### src/rtl/drfp_pkg.sv
// Package for the driver reply frame parser.
// Holds the request types, the frame event passed between submodules and the
// shared constants. It depends on nothing else.
package drfp_pkg;

  localparam int MOTOR_COUNT   = 4;
  localparam int CHANNEL_COUNT = 2;

  localparam int MOTOR_IDX_W = (MOTOR_COUNT > 1) ? $clog2(MOTOR_COUNT) : 1;
  localparam int CHAN_IDX_W  = (CHANNEL_COUNT > 1) ? $clog2(CHANNEL_COUNT) : 1;

  localparam int WORD_COUNT = 4;
  localparam int PHASE_W    = 4;

  localparam logic [7:0] START_MARK = 8'h2A;
  localparam logic [7:0] END_MARK   = 8'h23;

  localparam logic [PHASE_W-1:0] PHASE_IDLE = 4'd0;
  localparam logic [PHASE_W-1:0] PHASE_END  = 4'd9;

  localparam logic [15:0] RESET_WORD_0 = 16'h0031;
  localparam logic [15:0] RESET_WORD_1 = 16'h0032;
  localparam logic [15:0] RESET_WORD_2 = 16'h0033;
  localparam logic [15:0] RESET_WORD_3 = 16'h0034;

  typedef struct packed {
    logic       channel;
    logic [7:0] data_byte;
    logic [7:0] motor_select;
  } in_item_t;

  typedef struct packed {
    logic              frame_channel;
    logic [15:0]       word_zero;
    logic [15:0]       word_one;
    logic [15:0]       word_two;
    logic [15:0]       word_three;
    logic              reset_frame;
    logic              restart_counted;
    logic signed [7:0] restart_count;
  } out_item_t;

  // A good frame completed by the current byte.
  typedef struct packed {
    logic                        done;
    logic                        channel;
    logic [WORD_COUNT-1:0][15:0] words;
    logic                        reset_frame;
  } frame_event_t;

endpackage

### src/rtl/drfp_frame_assembler.sv
// Per-channel frame assembly: phase counters and word buffers.
// Depends on drfp_pkg.
module drfp_frame_assembler (
  input  logic                clk,
  input  logic                rst,
  input  logic                step,
  input  drfp_pkg::in_item_t  item,
  output drfp_pkg::frame_event_t frame
);

  logic [drfp_pkg::PHASE_W-1:0] phase [drfp_pkg::CHANNEL_COUNT];
  logic [drfp_pkg::WORD_COUNT-1:0][15:0] word_buffer [drfp_pkg::CHANNEL_COUNT];

  logic [drfp_pkg::CHAN_IDX_W-1:0] ch_idx;
  logic                            ch_present;
  logic [drfp_pkg::PHASE_W-1:0]    ph;
  logic [drfp_pkg::PHASE_W-1:0]    phase_next;
  logic [drfp_pkg::PHASE_W-1:0]    ph_minus;
  logic [1:0]                      word_idx;
  logic                            in_word;
  logic [drfp_pkg::WORD_COUNT-1:0][15:0] words_cur;
  logic [15:0]                     word_next;

  assign ch_idx     = drfp_pkg::CHAN_IDX_W'(item.channel);
  assign ch_present = 32'(item.channel) < drfp_pkg::CHANNEL_COUNT;
  assign ph         = phase[ch_idx];
  assign words_cur  = word_buffer[ch_idx];
  assign ph_minus   = ph - 4'd1;
  assign word_idx   = ph_minus[2:1];
  assign in_word    = (ph != drfp_pkg::PHASE_IDLE) && (ph < drfp_pkg::PHASE_END);

  // Odd phases take the high byte and clear the low one; even phases fill the low byte.
  always_comb begin
    if (ph[0]) begin
      word_next = {item.data_byte, 8'h00};
    end else begin
      word_next = {words_cur[word_idx][15:8], item.data_byte};
    end
  end

  always_comb begin
    if (ph == drfp_pkg::PHASE_IDLE || ph > drfp_pkg::PHASE_END) begin
      phase_next = (item.data_byte == drfp_pkg::START_MARK) ? 4'd1 : drfp_pkg::PHASE_IDLE;
    end else if (in_word) begin
      phase_next = ph + 4'd1;
    end else begin
      phase_next = drfp_pkg::PHASE_IDLE;
    end
  end

  always_comb begin
    frame.done    = ch_present && (ph == drfp_pkg::PHASE_END) &&
                    (item.data_byte == drfp_pkg::END_MARK);
    frame.channel = item.channel;
    frame.words   = words_cur;
    frame.reset_frame = (words_cur[0] == drfp_pkg::RESET_WORD_0) &&
                        (words_cur[1] == drfp_pkg::RESET_WORD_1) &&
                        (words_cur[2] == drfp_pkg::RESET_WORD_2) &&
                        (words_cur[3] == drfp_pkg::RESET_WORD_3);
  end

  always_ff @(posedge clk) begin
    if (rst) begin
      for (int c = 0; c < drfp_pkg::CHANNEL_COUNT; c++) begin
        phase[c] <= drfp_pkg::PHASE_IDLE;
      end
    end else if (step && ch_present) begin
      phase[ch_idx] <= phase_next;
    end
  end

  // Every word is rewritten before the end mark is checked, so no reset is needed.
  always_ff @(posedge clk) begin
    if (step && ch_present && in_word) begin
      word_buffer[ch_idx][word_idx] <= word_next;
    end
  end

`ifndef ASSERT_OFF
  a_phase_range: assert property (@(posedge clk) disable iff (rst)
    phase[0] <= drfp_pkg::PHASE_END)
    else $error("channel phase left its range");

  a_done_from_end: assert property (@(posedge clk) disable iff (rst)
    (step && frame.done) |=> (phase[$past(ch_idx)] == drfp_pkg::PHASE_IDLE))
    else $error("phase not back to idle after a completed frame");
`endif

endmodule

### src/rtl/drfp_restart_tracker.sv
// Consecutive reset frame counter and per-motor restart counts.
// Depends on drfp_pkg.
module drfp_restart_tracker (
  input  logic                   clk,
  input  logic                   rst,
  input  logic                   step,
  input  drfp_pkg::frame_event_t frame,
  input  logic [7:0]             motor_select,
  output logic                   restart_counted,
  output logic signed [7:0]      restart_count
);

  logic [7:0] consecutive_resets;
  logic [7:0] consecutive_resets_next;
  logic [7:0] restart_counts [drfp_pkg::MOTOR_COUNT];

  logic [drfp_pkg::MOTOR_IDX_W-1:0] sel_idx;
  logic                             sel_valid;
  logic [7:0]                       count_cur;
  logic [7:0]                       count_inc;

  assign sel_idx   = motor_select[drfp_pkg::MOTOR_IDX_W-1:0];
  assign sel_valid = 32'(motor_select) < drfp_pkg::MOTOR_COUNT;
  assign count_cur = sel_valid ? restart_counts[sel_idx] : 8'd0;
  assign count_inc = count_cur + 8'd1;

  assign consecutive_resets_next = frame.reset_frame ? consecutive_resets + 8'd1 : 8'd0;

  assign restart_counted = frame.reset_frame && sel_valid && (consecutive_resets_next == 8'd1);
  assign restart_count   = restart_counted ? $signed(count_inc) : $signed(count_cur);

  always_ff @(posedge clk) begin
    if (rst) begin
      consecutive_resets <= 8'd0;
      for (int m = 0; m < drfp_pkg::MOTOR_COUNT; m++) begin
        restart_counts[m] <= 8'd0;
      end
    end else if (step && frame.done) begin
      consecutive_resets <= consecutive_resets_next;
      if (restart_counted) begin
        restart_counts[sel_idx] <= count_inc;
      end
    end
  end

`ifndef ASSERT_OFF
  a_bump_after_zero: assert property (@(posedge clk) disable iff (rst)
    (step && frame.done && restart_counted) |-> (consecutive_resets == 8'd0))
    else $error("restart bumped while the reset run was not starting");

  a_run_cleared: assert property (@(posedge clk) disable iff (rst)
    (step && frame.done && !frame.reset_frame) |=> (consecutive_resets == 8'd0))
    else $error("reset run not cleared by an ordinary frame");
`endif

endmodule

### src/rtl/driver_reply_frame_parser.sv
// Top level of the driver reply frame parser: input register, frame assembly,
// restart tracking and result register.
// Depends on drfp_pkg, drfp_frame_assembler and drfp_restart_tracker.
//
//   Channel   Direction  Handshake            Payload
//   in        request    in_valid / in_ready  drfp_pkg::in_item_t  (one serial byte)
//   out       result     out_valid/out_ready  drfp_pkg::out_item_t (one good frame)
//
// Each byte request is captured in an input register and processed from there
// into the result register; a stalled result can keep it waiting in the
// input register. One request is accepted every cycle while the result is not
// stalled; the pair of registers sets that rate.
// Reset (rst, synchronous) returns every channel to idle and clears the reset
// run counter and restart counts; both registers come up empty.
// A stalled result holds the processing stage, and the input register then
// holds its request, so in_ready falls only while both stages are full and
// the result is not being taken.
module driver_reply_frame_parser (
  input  logic                clk,
  input  logic                rst,
  input  logic                in_valid,
  output logic                in_ready,
  input  drfp_pkg::in_item_t  in_item,
  output logic                out_valid,
  input  logic                out_ready,
  output drfp_pkg::out_item_t out_item
);

  // Input register.
  logic               in_held;
  drfp_pkg::in_item_t in_q;

  // The processing stage commits a request when the result register can take it.
  logic                   step;
  drfp_pkg::frame_event_t frame;
  logic                   restart_counted;
  logic signed [7:0]      restart_count;

  assign step     = in_held && (!out_valid || out_ready);
  assign in_ready = !in_held || step;

  always_ff @(posedge clk) begin
    if (rst) begin
      in_held <= 1'b0;
    end else if (in_ready) begin
      in_held <= in_valid;
    end
  end

  always_ff @(posedge clk) begin
    if (in_ready && in_valid) begin
      in_q <= in_item;
    end
  end

  drfp_frame_assembler u_assembler (
    .clk   (clk),
    .rst   (rst),
    .step  (step),
    .item  (in_q),
    .frame (frame)
  );

  drfp_restart_tracker u_tracker (
    .clk             (clk),
    .rst             (rst),
    .step            (step),
    .frame           (frame),
    .motor_select    (in_q.motor_select),
    .restart_counted (restart_counted),
    .restart_count   (restart_count)
  );

  // Result register. A request that completes no frame simply empties it
  // (the old result, if any, is being taken in this same cycle).
  always_ff @(posedge clk) begin
    if (rst) begin
      out_valid <= 1'b0;
    end else if (step) begin
      out_valid <= frame.done;
    end else if (out_ready) begin
      out_valid <= 1'b0;
    end
  end

  always_ff @(posedge clk) begin
    if (step && frame.done) begin
      out_item.frame_channel   <= frame.channel;
      out_item.word_zero       <= frame.words[0];
      out_item.word_one        <= frame.words[1];
      out_item.word_two        <= frame.words[2];
      out_item.word_three      <= frame.words[3];
      out_item.reset_frame     <= frame.reset_frame;
      out_item.restart_counted <= restart_counted;
      out_item.restart_count   <= restart_count;
    end
  end

`ifndef ASSERT_OFF
  a_no_frame_no_result: assert property (@(posedge clk) disable iff (rst)
    (step && !frame.done) |=> !out_valid)
    else $error("result shown for a request that completed no frame");

  a_stall_cause: assert property (@(posedge clk) disable iff (rst)
    !in_ready |-> (out_valid && !out_ready && in_held))
    else $error("input stalled without a stalled result");

  a_counted_is_reset: assert property (@(posedge clk) disable iff (rst)
    out_valid |-> (!out_item.restart_counted || out_item.reset_frame))
    else $error("restart counted on a frame that is not a reset frame");
`endif

endmodule

### config.mk
export PLATFORM = sky130hd
export DESIGN_NAME = driver_reply_frame_parser
export DESIGN_NICKNAME = d
export VERILOG_FILES = /design/src/rtl/drfp_pkg.sv /design/src/rtl/drfp_frame_assembler.sv /design/src/rtl/drfp_restart_tracker.sv /design/src/rtl/driver_reply_frame_parser.sv
export SDC_FILE = /design/constraint.sdc
export NUM_CORES = 1
export LEC_CHECK = 0
export BUFFER_PORTS_ARGS = -buffer_cell sky130_fd_sc_hd__buf_2
export CORE_UTILIZATION = 59
export DETAILED_ROUTE_END_ITERATION = 6
export PLACE_DENSITY = 0.83
export SLEW_MARGIN = 20
export SYNTH_ARGS = -nofsm -noshare
export SYNTH_HDL_FRONTEND = slang
export SYNTH_SLANG_ARGS = --single-unit
### constraint.sdc
create_clock -name clk -period 5.2 [get_ports clk]
set_input_delay 0.52 -clock clk [delete_from_list [all_inputs] [get_ports clk]]
set_output_delay 0.52 -clock clk [all_outputs]
set_load 0.005 [all_outputs]
==> impl_results.md <==
- Outcome: finished, final reports clean
- Worst hold path type: in -> reg
- Wire length of the first global-routing pass: ~37000 um
- Crit Path Category: reg -> reg
- Routed via count divided by cell count: 6.24
- Arrival time reported for the critical path endpoint: between 4 and 5 ns
- Pre-antenna DRT Iters: 7
- Worst Path Required: between 5 and 6 ns
- Hold buffer count at cts: 0
- Synthesis-to-layout area growth: 13.5%
- Post-synth top area share: between 60% and 70%
- Final Hold Violating Endpoints: 0
- Number of flip-flops and latches in the synthesized netlist: about 270
- CTS root buf: sky130_fd_sc_hd__clkbuf_16
- Mapped Nets: between 700 and 800
- Kind of start point of the critical path: register
- Number of nets still failing antenna checks after routing: 0
- Number of port buffers: between 90 and 100
- Average size of a mapped cell: roughly 16 um^2
- Most frequent cells in the layout: sky130_fd_sc_hd__edfxtp_1, sky130_fd_sc_hd__buf_2, sky130_fd_sc_hd__mux2_2
- Setup slack of the most critical reg-to-reg path: 1.18 ns
- Max-slew violations: 0
- DRT Wirelength: 24000 um
- Sequential share of the synthesized area: between 70% and 80%
- Area of the mapped netlist: approximately 11000 um^2
- GRT overflow: 0
- FFs w/ async S/R, synth: 0%
- Nature of the critical path endpoint: register
- Number of standard-cell rows in the floorplan: 50
- Clock insertion delay at the later pin of the skew report: around 0.53 ns
- Total of max-cap violations: 0
- Period Utilization, post-route: approximately 77%
- Total of warnings raised by yosys: 0
- Final Setup Violations: 0
- RSZ-0062 raised after global routing: false
- Final instance area: between 10000 and 15000 um^2
- Gates resized, CTS repair: 0
- Floorplan die height: roughly 140 um
- VDD IR max: between 0.0002 and 0.0003 V
- Fill cell count: around 1200
- Die Outline Area: between 15000 and 20000 um^2
- Post-DP HPWL: between 15000 and 20000 um
- Bufs on Longest Clock Path: 3
- Post-CTS setup-driven buffer insertion count: 0
- Chip width: roughly 140 um
- Post-route clock skew: between 0.01 and 0.015 ns
- Net count of the finished layout: 822
- Cell count after placement: approximately 1000
- Routed wire length per instance: 22.9 um
- Fraction of final layout cells sized beyond drive strength 1: 28.6%
- Post-Route Setup TNS: 0 ns
- Pleak: approximately 4.4 nW
- Area of the core: 18700 um^2
- Remaining DRCs: 0
- Dominant register cell in the synthesized netlist: sky130_fd_sc_hd__edfxtp_1
- Clock tree from TritonCTS: built
- Number of unique standard cell types used by synthesis: 49
- Synthesized instance count: between 600 and 700
- Cell types with the largest area share after synthesis: sky130_fd_sc_hd__edfxtp_1, sky130_fd_sc_hd__mux2_2, sky130_fd_sc_hd__mux4_2, sky130_fd_sc_hd__mux2i_1, sky130_fd_sc_hd__dfxtp_1
- Leading cell type in the layout, fill and taps excluded: sky130_fd_sc_hd__edfxtp_1
- Pin count of the biggest net entering global routing: 77
- Slew HR: about a third
- Antenna Diode Count: 0
- RD Place Congestion: about 1
- Clk slew on worst S/H paths: about 0.060 ns
- CTS H-Tree Depth: 1
- Total number of clock tree sinks: roughly 270
- Number of DRC violations after detailed-routing iteration 0: ~640
- Power per cell area: ~360 nW/um^2
- Number of global-route vias before repair: about 6500
- Time the final worst path needs with I/O delays and setup: between 4 and 5 ns
- Top fanout value on the critical path: 48
- Number of enable-type register cells in the synthesized netlist: 260
- Effective utilization at floorplan: between 60% and 70%
- Total track usage: around a quarter
- Via Count: roughly 6500
- Post-placement cell area: 12000 um^2
- Highest achievable clock rate: roughly 250 MHz
- TritonCTS buffer count: 26
- IO Count: 98
- Post-synthesis cell type with the largest combined area: sky130_fd_sc_hd__edfxtp_1
- Antenna violations before repair: 0
- Count of placed standard cells in the final layout, fillers left out: approximately 1000
- Measured slew at the worst slew-check pin: roughly 0.97 ns
## report_power, final
| part | leakage, nW | switching [mW] | internal, mW |
|---|---|---|---|
| Clock | 0.374 | 0.760 | 0.966 |
| Combinational | 1.51 | 0.207 | 0.128 |
| Sequential | 2.52 | 0.0453 | 2.50 |
## cell type report
| type | count | area (um^2) | share of cell area (%) |
|---|---|---|---|
| Clock buffer | 33 | 677 | 5.31 |
| Sequential cell | 273 | 8070 | 63.4 |
| Multi-Input combinational cell | 360 | 2920 | 22.9 |
| Timing Repair Buffer | 112 | 598 | 4.69 |
| Inverter | 23 | 88.8 | 0.697 |
| Clock inverter | 13 | 91.3 | 0.717 |
| Tap cell | 234 | 293 | 2.30 |
## flip-flops by register name (all words and copies together) (netlist names), named ones only
| register | flops |
|---|---|
| in_held | 1 |
| in_q | 17 |
| out_item | 75 |
| out_valid | 1 |
| u_assembler.phase | 8 |
| u_assembler.word_buffer | 128 |
| u_tracker.consecutive_resets | 8 |
| u_tracker.restart_counts | 32 |
## synthesized netlist by cell type (5+ instances only)
cell / instances
sky130_fd_sc_hd__edfxtp_1: 260
sky130_fd_sc_hd__mux2_2: 57
sky130_fd_sc_hd__nand2_1: 47
sky130_fd_sc_hd__mux2i_1: 27
sky130_fd_sc_hd__nor3_1: 27
sky130_fd_sc_hd__nor2_1: 25
sky130_fd_sc_hd__inv_1: 22
sky130_fd_sc_hd__clkbuf_1: 19
sky130_fd_sc_hd__nor4_1: 17
sky130_fd_sc_hd__mux4_2: 16
sky130_fd_sc_hd__dfxtp_1: 13
sky130_fd_sc_hd__nand4_1: 12
sky130_fd_sc_hd__a21oi_1: 11
sky130_fd_sc_hd__and2_1: 11
sky130_fd_sc_hd__nand2b_1: 11
sky130_fd_sc_hd__nor3b_1: 10
sky130_fd_sc_hd__nand3_1: 9
sky130_fd_sc_hd__nor4b_1: 9
sky130_fd_sc_hd__xnor2_1: 7
sky130_fd_sc_hd__nor4_2: 6
sky130_fd_sc_hd__xor2_1: 6
sky130_fd_sc_hd__ha_1: 5
sky130_fd_sc_hd__nor2b_1: 5
## through the flow
stage / power, mW / utilization (%) / hold WS, ns / worst slack [ns]
3_5_place_dp: 2.92 / 64.0 / 0.474 / 1.20
2_1_floorplan: 2.80 / - / 0.444 / 0.631
3_3_place_gp: 2.90 / 64.0 / 0.459 / 1.37
4_1_cts: 4.62 / 68.1 / 0.155 / 1.19
6_report: 4.61 / 68.1 / 0.166 / 1.18
5_1_grt: 4.73 / 68.1 / 0.152 / 0.889
## metal layers
metal / GRT usage, % / wire length (um)
met3: 5.09 / 2200
met1: 33.0 / 9390
met4: 9.49 / 702
met2: 41.1 / 11700
met5: 0 / 0
## worst max-delay path, cell delays in order, from the launching register on
cell and delay (ns):
sky130_fd_sc_hd__dfxtp_4 0.80, sky130_fd_sc_hd__mux2i_1 0.17, sky130_fd_sc_hd__buf_4 0.23, sky130_fd_sc_hd__inv_1 0.13
sky130_fd_sc_hd__ha_1 0.16, sky130_fd_sc_hd__nand3b_1 0.09, sky130_fd_sc_hd__or4_1 0.86, sky130_fd_sc_hd__inv_4 0.16
sky130_fd_sc_hd__nand4_4 0.32, sky130_fd_sc_hd__o21bai_1 0.72
## cell families after synthesis
group / count (synthesis) / share of synthesized area, %
AND/OR/NAND/NOR: 211 / 11.0
flip-flops: 273 / 71.9
AO/OA/AOI/OAI: 30 / 1.76
XOR/XNOR: 13 / 1.01
buffers and inverters: 55 / 2.27
adder cells (fa/ha/maj): 5 / 0.557
multiplexers: 101 / 11.5
## final timing paths
kind / from / endpoint / cells past startpoint
worst max-delay path: register / u_tracker.restart_counts[0][2] / 9
worst min-delay path: in_item[2] / in_q[2] / 1
worst max register to register: register / u_tracker.restart_counts[0][2] / 9
worst min register to register: u_tracker.consecutive_resets[1] / u_tracker.consecutive_resets[1] / 2
No activity file was read; power rests on OpenSTA's default activity.
